==> config.mk <==
export PLATFORM = sky130hd
export DESIGN_NAME = reciprocal_frequency_meter_unit
export DESIGN_NICKNAME = d
export VERILOG_FILES = /design/src/design/rfm_pkg.sv /design/src/design/reciprocal_frequency_meter_unit.sv /design/src/design/rfm_div.sv
export SDC_FILE = /design/constraint.sdc
export NUM_CORES = 1
export LEC_CHECK = 0
export BUFFER_PORTS_ARGS = -buffer_cell sky130_fd_sc_hd__buf_4
export CAP_MARGIN = 30
export CORE_MARGIN = 5
export CORE_UTILIZATION = 45
export CTS_BUF_LIST = sky130_fd_sc_hd__clkbuf_16
export CTS_CLUSTER_DIAMETER = 100
export DETAILED_ROUTE_END_ITERATION = 16
export GPL_TIMING_DRIVEN = 0
export PLACE_DENSITY = 0.71
export SYNTH_ARGS = -nofsm -noshare
export SYNTH_HDL_FRONTEND = slang
export SYNTH_SLANG_ARGS = --single-unit
==> constraint.sdc <==
create_clock -name i_clk -period 5.7 [get_ports i_clk]
set_clock_uncertainty 0.1 [all_clocks]
set_input_delay 0.855 -clock i_clk [delete_from_list [all_inputs] [get_ports i_clk]]
set_output_delay 0.855 -clock i_clk [all_outputs]
set_load 0.02 [all_outputs]
==> src/design/rfm_pkg.sv <==
// package: types, codes and constants of the reciprocal frequency meter
`default_nettype none

package rfm_pkg;

    localparam int COUNTER_BITS_DEF = 16;
    localparam int CLK_W            = 27;
    localparam int NUM_W            = 34;          // clock_hz * 100
    localparam int KR_W             = 10;          // remainder modulo 1000
    localparam int DIV_CNT_W        = 6;           // holds NUM_W
    localparam int OUT_W            = 24;

    localparam logic [CLK_W-1:0]  CLOCK_RESET = 27'd16000000;
    localparam logic [6:0]        CENTI       = 7'd100;
    localparam logic [NUM_W-1:0]  KHZ_CENTI   = 34'd100000;
    localparam logic [KR_W:0]     KILO        = 11'd1000;
    localparam logic [KR_W-1:0]   ROUND_HALF  = 10'd500;
    localparam logic [OUT_W-1:0]  MAX_OUT     = 24'hFFFFFF;
    localparam logic [7:0]        OVF_MAX     = 8'hFF;

    typedef enum logic [1:0] {
        OP_OVF = 2'd0,
        OP_CAP = 2'd1,
        OP_ACK = 2'd2
    } t_opcode;

    typedef enum logic [1:0] {
        ST_IDLE,
        ST_DIV,
        ST_FIN
    } t_state;

    typedef struct packed {
        logic [1:0]  opcode;
        logic [15:0] captured_count;
    } t_in_beat;

    typedef struct packed {
        logic [23:0] period_ticks;
        logic [33:0] freq_centihz;
        logic        khz_flag;
        logic [23:0] shown_value;
        logic        period_bad;
    } t_out_beat;

endpackage

`default_nettype wire

==> src/design/reciprocal_frequency_meter_unit.sv <==
// top level of the reciprocal frequency meter
//
//  channel | direction | handshake                  | payload
//  --------+-----------+----------------------------+------------------------
//  event   | in        | i_in_valid / o_in_ready    | i_in_data  (t_in_beat)
//  result  | out       | o_out_valid / i_out_ready  | o_out_data (t_out_beat)
//  config  | in        | i_cfg_we (no wait)         | i_cfg_wdata (clock_hz)
//
// overflow, acknowledge, first capture and ignored beats leave the block idle and ready
// a second capture starts the serial divider of rfm_div, which retires one
// quotient bit per cycle over the 34-bit dividend; the result is then formatted
// a bad period skips the divider and goes straight to the format state
// the finished result sits in the output register; if it is still unclaimed,
// the next result waits in the format state with o_in_ready low
// synchronous active-low reset: waiting for the start edge, clock_hz = 16 MHz
`default_nettype none

module reciprocal_frequency_meter_unit #(
    parameter int COUNTER_BITS = rfm_pkg::COUNTER_BITS_DEF
) (
    input  wire logic                        i_clk,
    input  wire logic                        i_rst_n,
    input  wire logic                        i_in_valid,
    output logic                             o_in_ready,
    input  wire rfm_pkg::t_in_beat           i_in_data,
    output logic                             o_out_valid,
    input  wire logic                        i_out_ready,
    output rfm_pkg::t_out_beat               o_out_data,
    input  wire logic                        i_cfg_we,
    input  wire logic [rfm_pkg::CLK_W-1:0]   i_cfg_wdata
);

    // period: overflow count above the counter bits
    localparam int PW  = COUNTER_BITS + 8;
    localparam int PWE = (PW > rfm_pkg::OUT_W) ? PW : rfm_pkg::OUT_W;

    rfm_pkg::t_state r_state, n_state;

    // measurement state
    logic                        r_await, n_await;
    logic                        r_locked, n_locked;
    logic [15:0]                 r_start, n_start;
    logic [7:0]                  r_ovf, n_ovf;
    logic [rfm_pkg::CLK_W-1:0]   r_clk_hz;

    // result path
    logic                        r_out_valid, n_out_valid;
    rfm_pkg::t_out_beat          r_out_data, n_out_data;
    logic [PW-1:0]               r_period;
    logic                        r_bad;
    logic                        ld_period;
    logic                        ld_bad_val;

    // divider handshake
    logic                        div_start;
    logic                        div_done;
    logic [rfm_pkg::NUM_W-1:0]   div_num;
    logic [rfm_pkg::NUM_W-1:0]   div_quo;
    logic [PW-1:0]               div_rem;
    logic [rfm_pkg::NUM_W-1:0]   div_kquo;
    logic [rfm_pkg::KR_W-1:0]    div_krem;

    // capture arithmetic
    logic                        in_beat;
    logic [PW-1:0]               cap_m;
    logic [PW-1:0]               base;
    logic [PW:0]                 diff;
    logic                        per_bad;

    // formatting
    logic                        khz;
    logic                        half_up;
    logic                        kround;
    logic [rfm_pkg::NUM_W:0]     shown_raw;
    logic [PWE-1:0]              per_ext;
    logic                        out_free;

    assign in_beat = i_in_valid && o_in_ready;

    // capture masked to the counter width, then the tick span from the start
    assign cap_m   = PW'(i_in_data.captured_count) & ({PW{1'b1}} >> 8);
    assign base    = {r_ovf, {COUNTER_BITS{1'b0}}} + cap_m;
    assign diff    = {1'b0, base} - {1'b0, PW'(r_start)};
    assign per_bad = diff[PW] || (diff == '0);

    // clock_hz * 100 is the dividend
    assign div_num = rfm_pkg::NUM_W'(r_clk_hz) * rfm_pkg::NUM_W'(rfm_pkg::CENTI);

    // khz: clock > 1000 * period, i.e. quotient over 100000 or equal with remainder
    assign khz     = (div_quo > rfm_pkg::KHZ_CENTI) ||
                     ((div_quo == rfm_pkg::KHZ_CENTI) && (div_rem != '0));
    assign half_up = ({div_rem, 1'b0} >= {1'b0, r_period});
    // rounding by 1000 of the quotient is the same as rounding clock / (10 * period)
    assign kround  = (div_krem >= rfm_pkg::ROUND_HALF);
    assign shown_raw = khz
        ? ({1'b0, div_kquo} + (rfm_pkg::NUM_W + 1)'(kround))
        : ({1'b0, div_quo} + (rfm_pkg::NUM_W + 1)'(half_up));
    assign per_ext  = PWE'(r_period);
    assign out_free = !r_out_valid || i_out_ready;

    rfm_div #(
        .PW (PW)
    ) u_div (
        .i_clk   (i_clk),
        .i_rst_n (i_rst_n),
        .i_start (div_start),
        .i_num   (div_num),
        .i_den   (diff[PW-1:0]),
        .o_done  (div_done),
        .o_quo   (div_quo),
        .o_rem   (div_rem),
        .o_kquo  (div_kquo),
        .o_krem  (div_krem)
    );

    always_comb begin
        n_state     = r_state;
        n_await     = r_await;
        n_locked    = r_locked;
        n_start     = r_start;
        n_ovf       = r_ovf;
        n_out_valid = r_out_valid;
        n_out_data  = r_out_data;
        div_start   = 1'b0;
        ld_period   = 1'b0;
        ld_bad_val  = 1'b0;
        o_in_ready  = 1'b0;

        // result register drains independently of the event side
        if (r_out_valid && i_out_ready) begin
            n_out_valid = 1'b0;
        end

        unique case (r_state)
            rfm_pkg::ST_IDLE: begin
                // no beat is taken while reset is held
                o_in_ready = i_rst_n;
                if (in_beat) begin
                    unique case (i_in_data.opcode)
                        rfm_pkg::OP_OVF: begin
                            // saturating overflow count, also while locked
                            if (r_ovf != rfm_pkg::OVF_MAX) begin
                                n_ovf = r_ovf + 8'd1;
                            end
                        end
                        rfm_pkg::OP_ACK: begin
                            n_locked = 1'b0;
                        end
                        rfm_pkg::OP_CAP: begin
                            if (!r_locked) begin
                                if (r_await) begin
                                    // start edge
                                    n_start = cap_m[15:0];
                                    n_ovf   = '0;
                                    n_await = 1'b0;
                                end else begin
                                    // end edge: measure and lock
                                    n_await    = 1'b1;
                                    n_locked   = 1'b1;
                                    ld_period  = 1'b1;
                                    ld_bad_val = per_bad;
                                    if (per_bad) begin
                                        n_state = rfm_pkg::ST_FIN;
                                    end else begin
                                        div_start = 1'b1;
                                        n_state   = rfm_pkg::ST_DIV;
                                    end
                                end
                            end
                        end
                        default: begin
                        end
                    endcase
                end
            end
            rfm_pkg::ST_DIV: begin
                if (div_done) begin
                    n_state = rfm_pkg::ST_FIN;
                end
            end
            rfm_pkg::ST_FIN: begin
                if (out_free) begin
                    n_out_valid = 1'b1;
                    n_state     = rfm_pkg::ST_IDLE;
                    if (r_bad) begin
                        n_out_data            = '0;
                        n_out_data.period_bad = 1'b1;
                    end else begin
                        n_out_data.period_ticks =
                            (per_ext > PWE'(rfm_pkg::MAX_OUT)) ? rfm_pkg::MAX_OUT
                                                               : per_ext[rfm_pkg::OUT_W-1:0];
                        n_out_data.freq_centihz = div_quo;
                        n_out_data.khz_flag     = khz;
                        n_out_data.shown_value  =
                            (shown_raw > (rfm_pkg::NUM_W + 1)'(rfm_pkg::MAX_OUT))
                                ? rfm_pkg::MAX_OUT
                                : shown_raw[rfm_pkg::OUT_W-1:0];
                        n_out_data.period_bad   = 1'b0;
                    end
                end
            end
            default: begin
                n_state = rfm_pkg::ST_IDLE;
            end
        endcase
    end

    always_ff @(posedge i_clk) begin
        if (!i_rst_n) begin
            r_state     <= rfm_pkg::ST_IDLE;
            r_await     <= 1'b1;
            r_locked    <= 1'b0;
            r_start     <= '0;
            r_ovf       <= '0;
            r_out_valid <= 1'b0;
            r_clk_hz    <= rfm_pkg::CLOCK_RESET;
        end else begin
            r_state     <= n_state;
            r_await     <= n_await;
            r_locked    <= n_locked;
            r_start     <= n_start;
            r_ovf       <= n_ovf;
            r_out_valid <= n_out_valid;
            if (i_cfg_we) begin
                r_clk_hz <= i_cfg_wdata;
            end
        end
    end

    // payload registers
    always_ff @(posedge i_clk) begin
        r_out_data <= n_out_data;
        if (ld_period) begin
            r_period <= diff[PW-1:0];
            r_bad    <= ld_bad_val;
        end
    end

    assign o_out_valid = r_out_valid;
    assign o_out_data  = r_out_data;

endmodule

`default_nettype wire

==> src/design/rfm_div.sv <==
// bit-serial restoring divider with a chained serial divide-by-1000 of the quotient
`default_nettype none

module rfm_div #(
    parameter int PW = rfm_pkg::COUNTER_BITS_DEF + 8
) (
    input  wire logic                        i_clk,
    input  wire logic                        i_rst_n,
    input  wire logic                        i_start,
    input  wire logic [rfm_pkg::NUM_W-1:0]   i_num,
    input  wire logic [PW-1:0]               i_den,
    output logic                             o_done,
    output logic [rfm_pkg::NUM_W-1:0]        o_quo,
    output logic [PW-1:0]                    o_rem,
    output logic [rfm_pkg::NUM_W-1:0]        o_kquo,
    output logic [rfm_pkg::KR_W-1:0]         o_krem
);

    logic [rfm_pkg::NUM_W-1:0]     r_num, n_num;
    logic [PW-1:0]                 r_den;
    logic [PW-1:0]                 r_rem, n_rem;
    logic [rfm_pkg::NUM_W-1:0]     r_quo, n_quo;
    logic [rfm_pkg::NUM_W-1:0]     r_kquo, n_kquo;
    logic [rfm_pkg::KR_W-1:0]      r_krem, n_krem;
    logic [rfm_pkg::DIV_CNT_W-1:0] r_cnt;
    logic                          r_busy;
    logic                          r_done;

    logic [PW:0]               rem_sh, rem_sub;
    logic                      qbit;
    logic [rfm_pkg::KR_W:0]    k_sh, k_sub;
    logic                      kbit;

    // one quotient bit per cycle, fed straight into the by-1000 stage
    always_comb begin
        rem_sh  = {r_rem, r_num[rfm_pkg::NUM_W-1]};
        rem_sub = rem_sh - {1'b0, r_den};
        qbit    = (rem_sh >= {1'b0, r_den});
        n_rem   = qbit ? rem_sub[PW-1:0] : rem_sh[PW-1:0];
        n_num   = {r_num[rfm_pkg::NUM_W-2:0], 1'b0};
        n_quo   = {r_quo[rfm_pkg::NUM_W-2:0], qbit};
        k_sh    = {r_krem, qbit};
        k_sub   = k_sh - rfm_pkg::KILO;
        kbit    = (k_sh >= rfm_pkg::KILO);
        n_krem  = kbit ? k_sub[rfm_pkg::KR_W-1:0] : k_sh[rfm_pkg::KR_W-1:0];
        n_kquo  = {r_kquo[rfm_pkg::NUM_W-2:0], kbit};
    end

    always_ff @(posedge i_clk) begin
        if (!i_rst_n) begin
            r_busy <= 1'b0;
            r_cnt  <= '0;
            r_done <= 1'b0;
        end else begin
            r_done <= r_busy && (r_cnt == rfm_pkg::DIV_CNT_W'(1));
            if (i_start) begin
                r_busy <= 1'b1;
                r_cnt  <= rfm_pkg::DIV_CNT_W'(rfm_pkg::NUM_W);
            end else if (r_busy) begin
                r_cnt  <= r_cnt - rfm_pkg::DIV_CNT_W'(1);
                r_busy <= (r_cnt != rfm_pkg::DIV_CNT_W'(1));
            end
        end
    end

    always_ff @(posedge i_clk) begin
        if (i_start) begin
            r_num  <= i_num;
            r_den  <= i_den;
            r_rem  <= '0;
            r_quo  <= '0;
            r_kquo <= '0;
            r_krem <= '0;
        end else if (r_busy) begin
            r_num  <= n_num;
            r_rem  <= n_rem;
            r_quo  <= n_quo;
            r_kquo <= n_kquo;
            r_krem <= n_krem;
        end
    end

    assign o_done = r_done;
    assign o_quo  = r_quo;
    assign o_rem  = r_rem;
    assign o_kquo = r_kquo;
    assign o_krem = r_krem;

endmodule

`default_nettype wire

==> metrics.md <==
| Metric | Value |
|---|---|
| Register area share after synthesis | `41.9%` |
| Max Slew Vio Count | `0` |
| Status | `complete, no violations` |
| WP buf/inv | `3` |
| Total Routing Usage GR | `18.5%` |
| DR DRC count | `0` |
| Logic pwr share | `26.1%` |
| Internal power | `5.03 mW` |
| Psw | `2.31 mW` |
| Initial Util | `45.5%` |
| Router iterations before antenna repair | `5` |
| Gpl congestion | `0.885` |
| FF+latch count, synth | `328` |
| Slew HR | `44.7%` |
| Clock latency on the worst-skew pair | `550 ps` |
| Clock sink count | `328` |
| Final wirelength | `44.8 mm` |
| Worst endpoint data arrival time | `5100 ps` |
| # nets final | `2393` |
| Post-route setup TNS | `0 ps` |
| CP Data Required Time | `5830 ps` |
| Die Span X | `219 microns` |
| CTS tree | `done` |
| Drt via density | `5.24` |
| Yosys Warn Count | `0` |
| Switching Share | `31.5%` |
| Worst VDD drop | `0.000170 V` |
| CTS Buffer Depth | `3` |
| Number of global-route vias before repair | `14421` |
| Crit path cell chain | `clkbuf_1, inv_1, ha_1, nor2_1, nor2_1, nand2_1, ha_1, ha_1, nand2_1, nor2_1, nand3_1, nor2b_1, nand2_1, a311o_1, a22oi_1, o21ai_1, nor3_2, buf_2, a221oi_1` |
| WL/cell | `16.1 microns` |
| CTS Buf Count | `37` |
| Drt initial violations | `796` |
| Post_cts resized | `0` |
| Asr flop ratio synth | `0%` |
| EDFF count, synth | `165` |
| Dpl ws | `613 ps` |
| Power Density | `323 nW/um^2` |
| Initial antenna violation count | `0` |
| Htree depth | `2` |
| Setup slack after layout | `729 ps` |
| Syn nets | `2216` |
| Detailed Place HPWL | `34.4 mm` |
| Share of layout cells above drive strength 1 | `13.4%` |
| RSZ-0062 raised after global routing | `false` |
| Diode count | `0` |
| Top FF cell, synth | `edfxtp_1` |
| Hold Crit Class | `register to register` |
| Fin crit period | `4970 ps` |
| Most frequent cells in the layout | `215 x inv_1, 199 x nor2_1, 165 x edfxtp_1` |
| Die area | `47900 sq um` |
| WHS | `374 ps` |
| # Max-Cap Violations | `0` |
| Syn Std Cell Area | `19600 sq um` |
| CP delay by family, top | `simple AND/OR/NAND/NOR gates` |
| Final hold vios | `0` |
| IO Count | `136` |
| Core area | `43100 sq um` |
| Critical path class | `register to register` |
| Port Buffer Count | `134` |
| Finished Core Util | `52.7%` |
| Commonest non-fill, non-tap cell in the layout | `inv_1` |
| Reg clk slew, reported paths | `60 ps` |
| Setup crit end kind | `register` |
| Via count | `14537` |
| Area Overhead vs Synth | `15.8%` |
| Crit start category | `register` |
| Worst-Margin Slew | `830 ps` |
| Postcts setup bufs | `0` |
| Design area | `22700 sq um` |
| Rows | `76` |
| Final critical-path share of the clock period | `87.2%` |
| Post-CTS Hold Fix Bufs | `0` |
| Post-synth cell types | `81` |
| Largest stage delay on the critical path | `410 ps` |
| Reg power frac | `40.0%` |
| First-pass GRT wire length | `72.9 mm` |
| Largest net degree at the start of global routing | `38` |
| Worst-path maximum fanout | `10` |
| Total grt overflow | `0` |
| Critical-path top delay cell | `dfxtp_1` |
| Area after DPL | `21400 sq um` |
| LEAKAGE | `9.47 nW` |
| Achievable Freq | `201 MHz` |
| Syn Area/Cell | `9.90 sq um` |
| # setup viols final | `0` |
| Post-route ant nets | `0` |
| Clk Tree Root Cell | `clkbuf_16` |
| Die span in y | `219 microns` |
| Mapped Cells | `1982` |
| Clock network power share | `33.9%` |
| Fillers | `3823` |
==> through the flow <==
step | cells | power [mW]
6_report | 2773 | 7.34
4_1_cts | 2773 | 7.39
3_3_place_gp | 2701 | 4.82
2_1_floorplan | 1982 | 4.41
3_5_place_dp | 2705 | 4.88
5_1_grt | 2773 | 7.79
==> worst min-delay path, delay by kind of cell (launching register included) <==
family,cells,cell delay (ps)
AND/OR/NAND/NOR,1,60
AO/OA/AOI/OAI,1,50
flip-flops,1,320
==> worst paths after layout <==
check | endpoint | slack (ps) | depth (start not counted) | from
hold reg to reg | u_div.o_krem[9] | 370 | 2 | u_div.o_krem[9]
setup / recovery | o_out_data[1] | 730 | 19 | u_div.o_quo[2]
setup reg to reg | o_out_data[1] | 730 | 19 | u_div.o_quo[2]
hold / removal | u_div.o_krem[9] | 370 | 2 | u_div.o_krem[9]
==> registers in the layout, indices dropped and copies added (netlist names), 7 cells and up <==
| signal | count |
|---|---|
| o_out_data | 84 |
| u_div.o_kquo | 34 |
| u_div.o_quo | 34 |
| u_div.r_num | 32 |
| r_clk_hz | 27 |
| per_ext | 24 |
| u_div.o_rem | 24 |
| u_div.r_den | 24 |
| r_start | 16 |
| r_ovf | 8 |
| u_div.o_krem | 7 |
==> power by group through the flow <==
stage	Clock (mW)	Sequential [mW]	Combinational, mW
after floorplan	0	2.89	1.52
after global placement	0	2.97	1.85
after detailed placement	0	2.98	1.90
after CTS	2.55	2.93	1.91
after global routing	2.65	2.96	2.18
final	2.49	2.93	1.92
==> cell usage after synthesis (9+ instances only) <==
cell,n,area (sq um)
o31ai_1,9,67.6
nor4_1,18,113
xnor2_1,58,508
fa_1,24,480
and3_1,23,144
nor2b_1,84,526
a211oi_2,16,200
ha_1,160,2000
a21oi_1,108,541
o211ai_1,13,97.6
mux2i_1,108,1080
o21a_1,16,120
a21o_1,25,188
xor2_1,47,412
dfxtp_1,163,3260
o21ai_0,45,225
buf_2,15,75.1
mux2_4,31,465
a31oi_1,12,75.1
nor3_1,28,140
nand3_1,38,190
edfxtp_1,165,4950
nand2b_1,16,100
nand4_1,21,131
and2_1,11,68.8
nor2_1,200,751
clkbuf_1,53,199
nand2_1,109,409
a211oi_1,17,128
or2_2,9,56.3
a221oi_1,17,149
inv_1,211,792
==> layout make-up <==
cell class / count / area (sq um) / share of cell area (%)
inverter: 211 / 792 / 3.49
tap: 585 / 732 / 3.22
clock buffer: 39 / 976 / 4.30
buffer: 81 / 388 / 1.71
timing repair buffer: 138 / 1090 / 4.79
sequential: 328 / 8220 / 36.2
multi-input combinational: 1362 / 10200 / 45.0
clock inverter: 29 / 292 / 1.28
==> logic make-up after synthesis <==
logic type      synth area share (%)
compound gates                  12.1
buf+inv                         6.01
flops                           41.9
fa+ha+maj                       12.7
simple gates                    14.8
xor+xnor                        4.69
mux                             7.88
==> metal layers <==
| layer | track usage, % | share of wire (%) |
|---|---|---|
| met1 | 24.5 | 45 |
| met2 | 31.5 | 47 |
| met3 | 3.06 | 5.2 |
| met4 | 5.25 | 2.1 |
| met5 | 0 | 0 |
(Power assumes the default switching activity.)
